## src/hw/rtl/sql_batch_statement_splitter_core_assert.svh

```systemverilog
// assertion macros for the statement splitter
`ifndef SQL_BATCH_STATEMENT_SPLITTER_CORE_ASSERT_SVH
`define SQL_BATCH_STATEMENT_SPLITTER_CORE_ASSERT_SVH

`ifndef SYNTHESIS

// clocked assertion with explicit clock and reset
`define SBS_ASSERT_CLK(label, clk, rst_n, prop, msg) \
    label: assert property (@(posedge clk) disable iff (!rst_n) (prop)) else $error(msg);

// assertion on the block clock and reset
`define SBS_ASSERT(label, prop, msg) \
    `SBS_ASSERT_CLK(label, i_clk, i_rst_n, prop, msg)

`else

`define SBS_ASSERT_CLK(label, clk, rst_n, prop, msg)
`define SBS_ASSERT(label, prop, msg)

`endif

`endif

```

## src/hw/rtl/sbs_pkg.sv

```systemverilog
// shared types, constants and keyword helpers for the statement splitter
package sbs_pkg;

    localparam int WinDepth = 26;
    localparam int FillW    = 5;
    localparam int KwBits   = 8 * (WinDepth + 1);

    localparam logic [7:0] ChQuote = 8'h27;
    localparam logic [7:0] ChSemi  = 8'h3B;
    localparam logic [7:0] ChSlash = 8'h2F;
    localparam logic [7:0] ChCr    = 8'h0D;
    localparam logic [7:0] ChLf    = 8'h0A;
    localparam logic [7:0] ChSpace = 8'h20;
    localparam logic [7:0] ChTab   = 8'h09;

    // keywords, right aligned: last letter in the low byte
    localparam logic [KwBits-1:0] KwCf   = KwBits'("CREATE FUNCTION");
    localparam logic [KwBits-1:0] KwCorf = KwBits'("CREATE OR REPLACE FUNCTION");
    localparam logic [KwBits-1:0] KwCp   = KwBits'("CREATE PROCEDURE");
    localparam logic [KwBits-1:0] KwCorp = KwBits'("CREATE OR REPLACE PROCEDURE");
    localparam logic [KwBits-1:0] KwEnd  = KwBits'("END");

    typedef logic [WinDepth-1:0][7:0] t_window;

    typedef struct packed {
        logic create_hit;
        logic end_hit;
    } t_kw_hits;

    typedef struct packed {
        logic push;
        logic clear;
    } t_win_ctl;

    typedef struct packed {
        logic skip_pending;
    } t_status;

    typedef struct packed {
        logic [7:0] out_byte;
        logic       byte_kept;
        logic       statement_end;
        logic       statement_blank;
    } t_result;

    function automatic logic [7:0] upcase(input logic [7:0] c);
        logic [7:0] r;
        r = c;
        if (c inside {[8'h61:8'h7A]}) begin
            r = c - 8'd32;
        end
        return r;
    endfunction

    function automatic logic is_blank(input logic [7:0] c);
        return c inside {ChSpace, ChTab, ChCr, ChLf};
    endfunction

    // keyword of klen letters ends at b with the window holding the earlier ones
    function automatic logic kw_hit(input logic [KwBits-1:0] kw, input int klen,
                                    input t_window win, input logic [FillW-1:0] fill,
                                    input logic [7:0] b);
        logic ok;
        ok = (fill >= FillW'(klen - 1)) && (upcase(b) == kw[7:0]);
        for (int i = 0; i < WinDepth; i++) begin
            if (i + 1 < klen) begin
                if (upcase(win[i]) != kw[8*(i+1) +: 8]) begin
                    ok = 1'b0;
                end
            end
        end
        return ok;
    endfunction

endpackage

```

## src/hw/rtl/sbs_window.sv

```systemverilog
// trailing byte window and parallel keyword compare
module sbs_window
    import sbs_pkg::*;
(
    input  logic       i_clk,
    input  logic       i_rst_n,
    input  logic [7:0] i_text_byte,
    input  t_win_ctl   i_ctl,
    output t_kw_hits   o_hits
);

    t_window          r_win;
    t_window          n_win;
    logic [FillW-1:0] r_fill;
    logic [FillW-1:0] n_fill;

    always_comb begin
        n_win  = r_win;
        n_fill = r_fill;
        if (i_ctl.clear) begin
            n_fill = '0;
        end else if (i_ctl.push) begin
            n_win = {r_win[WinDepth-2:0], i_text_byte};
            if (r_fill < FillW'(WinDepth)) begin
                n_fill = r_fill + 1'b1;
            end
        end
    end

    // entries beyond the fill count are never compared, so no clear needed
    always_ff @(posedge i_clk) begin
        r_win <= n_win;
    end

    always_ff @(posedge i_clk) begin
        if (!i_rst_n) begin
            r_fill <= '0;
        end else begin
            r_fill <= n_fill;
        end
    end

    assign o_hits.create_hit = kw_hit(KwCf,   15, r_win, r_fill, i_text_byte)
                             | kw_hit(KwCorf, 26, r_win, r_fill, i_text_byte)
                             | kw_hit(KwCp,   16, r_win, r_fill, i_text_byte)
                             | kw_hit(KwCorp, 27, r_win, r_fill, i_text_byte);
    assign o_hits.end_hit    = kw_hit(KwEnd,  3,  r_win, r_fill, i_text_byte);

endmodule

```

## src/hw/rtl/sbs_ctrl.sv

```systemverilog
// quote, procedure and terminator tracking; forms one result per byte
module sbs_ctrl
    import sbs_pkg::*;
(
    input  logic       i_clk,
    input  logic       i_rst_n,
    input  logic       i_accept,
    input  logic [7:0] i_text_byte,
    input  logic       i_batch_last,
    input  t_kw_hits   i_hits,
    output t_result    o_result,
    output t_win_ctl   o_win_ctl,
    output t_status    o_status
);

    logic r_quote, n_quote;
    logic r_pm, n_pm;
    logic r_pe, n_pe;
    logic r_skip, n_skip;
    logic r_nb, n_nb;

    always_comb begin
        logic       term;
        logic [7:0] ob;
        logic       q;
        logic       pm;
        logic       pe;
        logic       nb;

        n_quote   = r_quote;
        n_pm      = r_pm;
        n_pe      = r_pe;
        n_skip    = r_skip;
        n_nb      = r_nb;
        o_result  = '0;
        o_win_ctl = '0;
        term      = 1'b0;
        ob        = i_text_byte;
        q         = r_quote;
        pm        = r_pm;
        pe        = r_pe;
        nb        = r_nb;

        if (i_accept) begin
            if (r_skip) begin
                n_skip = 1'b0;
                if (i_batch_last) begin
                    n_quote         = 1'b0;
                    n_pm            = 1'b0;
                    n_pe            = 1'b0;
                    n_nb            = 1'b0;
                    o_win_ctl.clear = 1'b1;
                end
            end else begin
                if (r_quote) begin
                    if (i_text_byte == ChQuote) begin
                        q = 1'b0;
                    end
                end else if (i_text_byte == ChQuote) begin
                    q = 1'b1;
                end else if (i_text_byte == ChSemi && !r_pm && !r_pe) begin
                    term = 1'b1;
                end else if (i_text_byte == ChSlash && r_pe) begin
                    pe   = 1'b0;
                    term = 1'b1;
                end else begin
                    if (i_hits.create_hit) begin
                        pm = 1'b1;
                    end
                    if (pm && i_hits.end_hit) begin
                        pm = 1'b0;
                        pe = 1'b1;
                    end
                    if (i_text_byte == ChCr || i_text_byte == ChLf) begin
                        ob = ChSpace;
                    end
                end

                if (term) begin
                    o_result.statement_end   = 1'b1;
                    o_result.statement_blank = !r_nb;
                    n_quote         = 1'b0;
                    n_pm            = 1'b0;
                    n_pe            = 1'b0;
                    n_nb            = 1'b0;
                    n_skip          = !i_batch_last;
                    o_win_ctl.clear = 1'b1;
                end else begin
                    nb                 = r_nb | !is_blank(i_text_byte);
                    o_result.out_byte  = ob;
                    o_result.byte_kept = 1'b1;
                    o_win_ctl.push     = 1'b1;
                    n_quote            = q;
                    n_pm               = pm;
                    n_pe               = pe;
                    n_nb               = nb;
                    if (i_batch_last) begin
                        o_result.statement_end   = 1'b1;
                        o_result.statement_blank = !nb;
                        n_quote         = 1'b0;
                        n_pm            = 1'b0;
                        n_pe            = 1'b0;
                        n_nb            = 1'b0;
                        o_win_ctl.clear = 1'b1;
                    end
                end
            end
        end
    end

    always_ff @(posedge i_clk) begin
        if (!i_rst_n) begin
            r_quote <= 1'b0;
            r_pm    <= 1'b0;
            r_pe    <= 1'b0;
            r_skip  <= 1'b0;
            r_nb    <= 1'b0;
        end else begin
            r_quote <= n_quote;
            r_pm    <= n_pm;
            r_pe    <= n_pe;
            r_skip  <= n_skip;
            r_nb    <= n_nb;
        end
    end

    assign o_status.skip_pending = r_skip;

endmodule

```

## src/hw/rtl/sbs_out_skid.sv

```systemverilog
// result register with a skid entry behind it
module sbs_out_skid
    import sbs_pkg::*;
(
    input  logic    i_clk,
    input  logic    i_rst_n,
    input  logic    i_push,
    input  t_result i_result,
    output logic    o_ready,
    output logic    o_valid,
    input  logic    i_ready,
    output t_result o_result
);

    logic    r_main_valid, n_main_valid;
    logic    r_skid_valid, n_skid_valid;
    t_result r_main, n_main;
    t_result r_skid, n_skid;
    logic    pop;

    assign pop = r_main_valid && i_ready;

    always_comb begin
        n_main_valid = r_main_valid;
        n_skid_valid = r_skid_valid;
        n_main       = r_main;
        n_skid       = r_skid;
        if (r_skid_valid) begin
            if (pop) begin
                n_main       = r_skid;
                n_skid_valid = 1'b0;
            end
        end else if (i_push) begin
            if (!r_main_valid || pop) begin
                n_main       = i_result;
                n_main_valid = 1'b1;
            end else begin
                n_skid       = i_result;
                n_skid_valid = 1'b1;
            end
        end else if (pop) begin
            n_main_valid = 1'b0;
        end
    end

    always_ff @(posedge i_clk) begin
        r_main <= n_main;
        r_skid <= n_skid;
    end

    always_ff @(posedge i_clk) begin
        if (!i_rst_n) begin
            r_main_valid <= 1'b0;
            r_skid_valid <= 1'b0;
        end else begin
            r_main_valid <= n_main_valid;
            r_skid_valid <= n_skid_valid;
        end
    end

    assign o_ready  = !r_skid_valid;
    assign o_valid  = r_main_valid;
    assign o_result = r_main;

endmodule

```

## src/hw/rtl/sql_batch_statement_splitter_core.sv

```systemverilog
// top level of the sql batch statement splitter
`include "sql_batch_statement_splitter_core_assert.svh"

// sql batch statement splitter: takes one byte of batch text per request and
// returns exactly one result request for it, in order. the byte is examined
// in the cycle it is accepted, against a 26-byte trailing window of the
// statement's raw bytes, so the block sustains one byte per clock unless the
// output stalls. the result register has a skid entry behind it, so input
// ready depends only on that entry being free and never combinationally on
// output ready. quotes ('...') are tracked; outside them cr and lf come out
// as space. create [or replace] function/procedure (any case) puts the
// statement in procedure mode, a following end arms '/' as terminator;
// otherwise ';' ends the statement. a terminator is not kept and the byte
// after it is dropped. statement_end also fires on the final byte of a
// batch when that byte is kept. statement_blank flags a statement holding
// only space, tab, cr or lf.
module sql_batch_statement_splitter_core
    import sbs_pkg::*;
(
    input  logic       i_clk,
    input  logic       i_rst_n,
    // input channel
    input  logic       i_in_valid,
    output logic       o_in_ready,
    input  logic [7:0] i_text_byte,
    input  logic       i_batch_last,
    // result channel
    output logic       o_out_valid,
    input  logic       i_out_ready,
    output logic [7:0] o_out_byte,
    output logic       o_byte_kept,
    output logic       o_statement_end,
    output logic       o_statement_blank
);

    logic     in_accept;
    t_kw_hits hits;
    t_win_ctl win_ctl;
    t_status  status;
    t_result  result;
    t_result  out_result;

    // a byte is taken whenever the skid entry is free
    assign in_accept = i_in_valid && o_in_ready;

    // keyword window: shifts in every kept byte, cleared at statement end
    sbs_window u_window (
        .i_clk       (i_clk),
        .i_rst_n     (i_rst_n),
        .i_text_byte (i_text_byte),
        .i_ctl       (win_ctl),
        .o_hits      (hits)
    );

    // statement state and per-byte result
    sbs_ctrl u_ctrl (
        .i_clk        (i_clk),
        .i_rst_n      (i_rst_n),
        .i_accept     (in_accept),
        .i_text_byte  (i_text_byte),
        .i_batch_last (i_batch_last),
        .i_hits       (hits),
        .o_result     (result),
        .o_win_ctl    (win_ctl),
        .o_status     (status)
    );

    // result register and skid entry
    sbs_out_skid u_out (
        .i_clk    (i_clk),
        .i_rst_n  (i_rst_n),
        .i_push   (in_accept),
        .i_result (result),
        .o_ready  (o_in_ready),
        .o_valid  (o_out_valid),
        .i_ready  (i_out_ready),
        .o_result (out_result)
    );

    assign o_out_byte        = out_result.out_byte;
    assign o_byte_kept       = out_result.byte_kept;
    assign o_statement_end   = out_result.statement_end;
    assign o_statement_blank = out_result.statement_blank;

    // stalled input means a full skid, which needs a held result in front
    `SBS_ASSERT(a_stall_has_result, !o_in_ready |-> o_out_valid, "input stalled with no result")
    // a terminator mid-batch must drop the following byte
    `SBS_ASSERT(a_term_sets_skip, (in_accept && result.statement_end && !i_batch_last) |=> status.skip_pending, "terminator did not arm skip")
    // a dropped byte is neither kept nor a statement end
    `SBS_ASSERT(a_skip_drops, (in_accept && status.skip_pending) |-> (!result.byte_kept && !result.statement_end), "skipped byte leaked")
    // blank flag only at a statement end
    `SBS_ASSERT(a_blank_at_end, result.statement_blank |-> result.statement_end, "blank flag without end")

endmodule

```

## config.mk

```make
export PLATFORM = sky130hd
export DESIGN_NAME = sql_batch_statement_splitter_core
export DESIGN_NICKNAME = d
export VERILOG_FILES = /design/src/hw/rtl/sbs_pkg.sv /design/src/hw/rtl/sbs_window.sv /design/src/hw/rtl/sbs_ctrl.sv /design/src/hw/rtl/sbs_out_skid.sv /design/src/hw/rtl/sql_batch_statement_splitter_core.sv
export VERILOG_INCLUDE_DIRS = /design/src /design/src/hw/rtl
export SDC_FILE = /design/constraint.sdc
export NUM_CORES = 1
export LEC_CHECK = 0
export ABC_AREA = 1
export CAP_MARGIN = 10
export CORE_MARGIN = 2
export CORE_UTILIZATION = 60
export DETAILED_ROUTE_END_ITERATION = 6
export DONT_BUFFER_PORTS = 1
export PLACE_DENSITY = 0.76
export SYNTH_ARGS = -nofsm -noshare
export SYNTH_HDL_FRONTEND = slang
export SYNTH_SLANG_ARGS = --single-unit
```

## constraint.sdc

```tcl
create_clock -name i_clk -period 30.9 [get_ports i_clk]
set_clock_uncertainty 0.1 [all_clocks]
set_input_delay 1.545 -clock i_clk [delete_from_list [all_inputs] [get_ports i_clk]]
set_output_delay 1.545 -clock i_clk [all_outputs]
set_load 0.02 [all_outputs]
```

==> PnR_summary.wiki <==
{| class="wikitable"
! Metric !! Value
|-
| Status || finished, final reports clean
|-
| Worst min-delay path startpoint || u_window.r_win[47]
|-
| Layout-stage area growth over the synthesis result || 8.97%
|-
| Clk buf depth || 3
|-
| MaxCap Viol Count || 0
|-
| Via count of the first global-routing pass || 7700
|-
| Routed WL || 23000 um
|-
| Total nets after synthesis || 1232
|-
| Multi-input gate area in the final layout || 3540 um2
|-
| Sw Ratio || roughly 22%
|-
| Crit Path Category || input port to register
|-
| Avg Vias per Cell || 5.42
|-
| Seq pwr share || 56.2%
|-
| Number of buffers inserted for hold repair after clock tree synthesis || 0
|-
| Worst endpoint required time || 30930 ps
|-
| Antenna violations before repair || 0
|-
| CTS tree || built
|-
| Number of warnings printed during yosys synthesis || 0
|-
| Number of buffers inserted to repair setup after CTS || 0
|-
| Clock edge transition at the registers on the reported setup and hold paths || 60 ps
|-
| Die width || roughly 140 um
|-
| Most used flip-flop cell after synthesis || sky130_fd_sc_hd__edfxtp_1
|-
| RR Startpoint || u_out.r_skid_valid
|-
| Yosys top cell by area || sky130_fd_sc_hd__edfxtp_1
|-
| Final Max Tran Viols || 0
|-
| Terminus of the critical flop-to-flop path || u_window.r_win[0]
|-
| Worst Reg2Reg Path Length in Cells || 6
|-
| First-pass GRT wire length || 37500 um
|-
| Number of levels the H-tree was split into || 1
|-
| Final global-route overflow total || 0
|-
| Pre-Repair DR Iteration Count || 5
|-
| Count of standard-cell rows || 50
|-
| Antenna Violating Nets Remaining || 0
|-
| Flops & latches, synth || approximately 240
|-
| Final hold slack || 349 ps
|-
| Type of the tightest min-delay check || register to register
|-
| Ys async rst share || 0%
|-
| Post-route DRC violation count || 0
|-
| Ports || 26
|-
| Power density normalized to cell area || 55.4 nW/um2
|-
| Tmin final || approximately 3100 ps
|-
| Logic pwr share || 5.1%
|-
| Number of buffers created by CTS || 25
|-
| Capture endpoint of the worst hold path || u_window.r_win[55]
|-
| Routed via count || around 7900
|-
| Internal power || ~0.54 mW
|-
| Leakage power of the design || just over 5 nW
|-
| Setup repair after global routing missed its margin || false
|-
| Total global routing track utilization || a little under a quarter
|-
| Fillers || about 1400
|-
| Initial standard-cell utilization of the core || 61.3%
|-
| Total Neg Setup Slack || 0 ps
|-
| Placer congestion estimate || 0.881
|-
| Largest fanout on the critical path || 208
|-
| P_sw || 0.154 mW
|-
| Ratio of cells with drive above 1 in the final layout || 5.52%
|-
| Part of the cycle the worst path needs || 10.1%
|-
| Maximum achievable frequency || 320 MHz
|-
| R2R Setup Slk || 28100 ps
|-
| Dpl hpwl || 16600 um
|-
| Clock root buffer master || sky130_fd_sc_hd__clkbuf_16
|-
| Sequential standard cell area || 7150 um2
|-
| Hold Violations, Final || 0
|-
| Largest net degree at the start of global routing || 209
|-
| Sort of element at the start of the critical path || input port
|-
| Maximum vdd ir drop || 0.0504 mV
|-
| Area of the die || 20200 um2
|-
| Depth of the worst hold-timing path || 0
|-
| Crit path DAT || 3160 ps
|-
| Sequential-to-total area share from yosys stat || about 62%
|-
| EDFF count, synth || 230
|-
| Count of clock tree sinks || 242
|-
| Average wire per cell in the routed design || 15.7 um
|-
| Worst Setup End Kind || register
|-
| Cts repair resizes || 0
|-
| Die outline height || 142 um
|-
| Setup-failing EPs final || 0
|-
| Portion of synthesized cell area occupied by the leading cell type || 60.2%
|-
| Count of buffers inserted at the top-level ports || 0
|-
| Inserted Diodes || 0
|-
| Slew at the pin closest to its max-slew limit || 1170 ps
|-
| Gate count after technology mapping || 1187
|-
| Post-synthesis area per instance || 9.67 um2
|-
| Distinct cell type count after synthesis || 42
|-
| Most repeated cell in the gate-level netlist after synthesis || sky130_fd_sc_hd__nand2_1
|-
| Clock insertion delay at the later pin of the skew report || 520 ps
|-
| Top cell types by occurrence after synthesis || sky130_fd_sc_hd__nand2_1, sky130_fd_sc_hd__edfxtp_1, sky130_fd_sc_hd__nor2_1
|-
| Area of the core region || around 19000 um2
|-
| First-iteration detailed-routing DRC count || a little over 800
|-
| Total Nets Final || about 1300
|-
| Relative slew slack || 21.7%
|-
| Share of total power in the clock network || 38.7%
|-
| Biggest area contributors in the synthesized netlist || sky130_fd_sc_hd__edfxtp_1, sky130_fd_sc_hd__nand2_1, sky130_fd_sc_hd__nor2_1
|-
| Post-synthesis instance area || 11500 um2
|}
==> placed cells by master, fill, tap and decap left out, types with 2 or more instances in the layout <==
cell type	Yosys	layout
sky130_fd_sc_hd__clkbuf_1	1	12
sky130_fd_sc_hd__a21oi_1	18	18
sky130_fd_sc_hd__nand3b_1	8	8
sky130_fd_sc_hd__dfxtp_1	12	12
sky130_fd_sc_hd__nand3_2	4	4
sky130_fd_sc_hd__nor3b_1	3	3
sky130_fd_sc_hd__o21ai_0	3	3
sky130_fd_sc_hd__nand2_1	254	254
sky130_fd_sc_hd__edfxtp_1	230	230
sky130_fd_sc_hd__o21a_1	2	2
sky130_fd_sc_hd__o21ai_1	13	13
sky130_fd_sc_hd__nor3_2	1	2
sky130_fd_sc_hd__o21bai_1	5	5
sky130_fd_sc_hd__clkinv_2	0	3
sky130_fd_sc_hd__nor2_2	4	4
sky130_fd_sc_hd__clkbuf_16	0	25
sky130_fd_sc_hd__nand4_1	31	31
sky130_fd_sc_hd__nor2_4	2	2
sky130_fd_sc_hd__nand3_1	102	102
sky130_fd_sc_hd__nor4_1	7	7
sky130_fd_sc_hd__nor2_1	203	203
sky130_fd_sc_hd__nor3_1	22	21
sky130_fd_sc_hd__nand2_2	3	3
sky130_fd_sc_hd__inv_2	17	17
sky130_fd_sc_hd__clkinv_1	1	3
sky130_fd_sc_hd__ha_1	32	32
sky130_fd_sc_hd__inv_1	192	192
==> metrics by stage <==
stage               area, um2  util (%)  instances  power [mW]  setup WS, ps
finish                  12500      66.8       1465       0.692         27770
global route            12500      66.8       1465       0.716         27690
CTS                     12500      66.8       1465       0.697         27850
detailed placement      11800      63.0       1421       0.431         27320
global placement        11800      63.0       1421       0.429         27350
floorplan               11500         -       1187       0.425         13820
==> metal layers <==
layer	wire length, um	GRT usage, %	up-vias
li1	-	-	3982
met3	1530	4.34	61
met4	738	7.61	0
met2	11000	39.2	250
met5	0	0	-
met1	9810	31.8	3646
==> flip-flops by register name, indices dropped and copies added (netlist names) <==
name	count
u_window.r_win	208
u_out.o_result	11
u_out.r_skid	11
u_window.r_fill	5
u_ctrl.o_status	1
u_ctrl.r_nb	1
u_ctrl.r_pe	1
u_ctrl.r_pm	1
u_ctrl.r_quote	1
u_out.o_valid	1
u_out.r_skid_valid	1
==> worst max-delay path, stage by stage <==
cell and delay, ps:
sky130_fd_sc_hd__nor2_1 40, sky130_fd_sc_hd__inv_2 70, sky130_fd_sc_hd__nor3_2 50, sky130_fd_sc_hd__nand4_1 60
sky130_fd_sc_hd__o21ai_1 80, sky130_fd_sc_hd__nand2_2 120, sky130_fd_sc_hd__inv_2 60, sky130_fd_sc_hd__nor3_2 180
sky130_fd_sc_hd__buf_12 670
==> cell type report <==
class | instances | share of cell area, %
Clock buffer | 38 | 5.47
Clock inverter | 6 | 0.250
Inverter | 210 | 6.30
Multi-Input combinational cell | 734 | 28.3
Sequential cell | 242 | 57.2
Tap cell | 234 | 2.34
Timing Repair Buffer | 1 | 0.160
==> worst max-delay path by stage <==
stage	startpoint	to	slack, ps	cells after the start
after floorplan	i_text_byte[6]	u_window.r_win[0]	13820	8
after global placement	i_text_byte[6]	u_window.r_win[81]	27350	9
after detailed placement	i_text_byte[6]	u_window.r_win[89]	27320	9
after CTS	u_out.r_skid_valid	o_in_ready	27850	1
after global routing	i_text_byte[6]	u_window.r_win[80]	27690	9
final	i_text_byte[6]	u_window.r_win[0]	27770	9
==> power by group through the flow <==
stage                     clock (mW)  sequential (mW)  combinational, mW
after floorplan                    0            0.398             0.0271
after global placement             0            0.395             0.0342
after detailed placement           0            0.395             0.0355
after CTS                      0.273            0.389             0.0357
after global routing           0.285            0.391             0.0412
final                          0.268            0.389             0.0355
==> kinds of logic (layout without fill, tap and decap cells) <==
| family | count (synthesis) | in the layout | share of synthesized area, % |
|---|---|---|---|
| fa+ha+maj | 32 | 32 | 3.49 |
| buf+inv | 211 | 255 | 6.90 |
| xor+xnor | 1 | 1 | 0.0763 |
| simple gates | 650 | 650 | 24.6 |
| flops | 242 | 242 | 62.3 |
| compound gates | 51 | 51 | 2.66 |
Note: power is estimated with default switching activity, not from simulation.
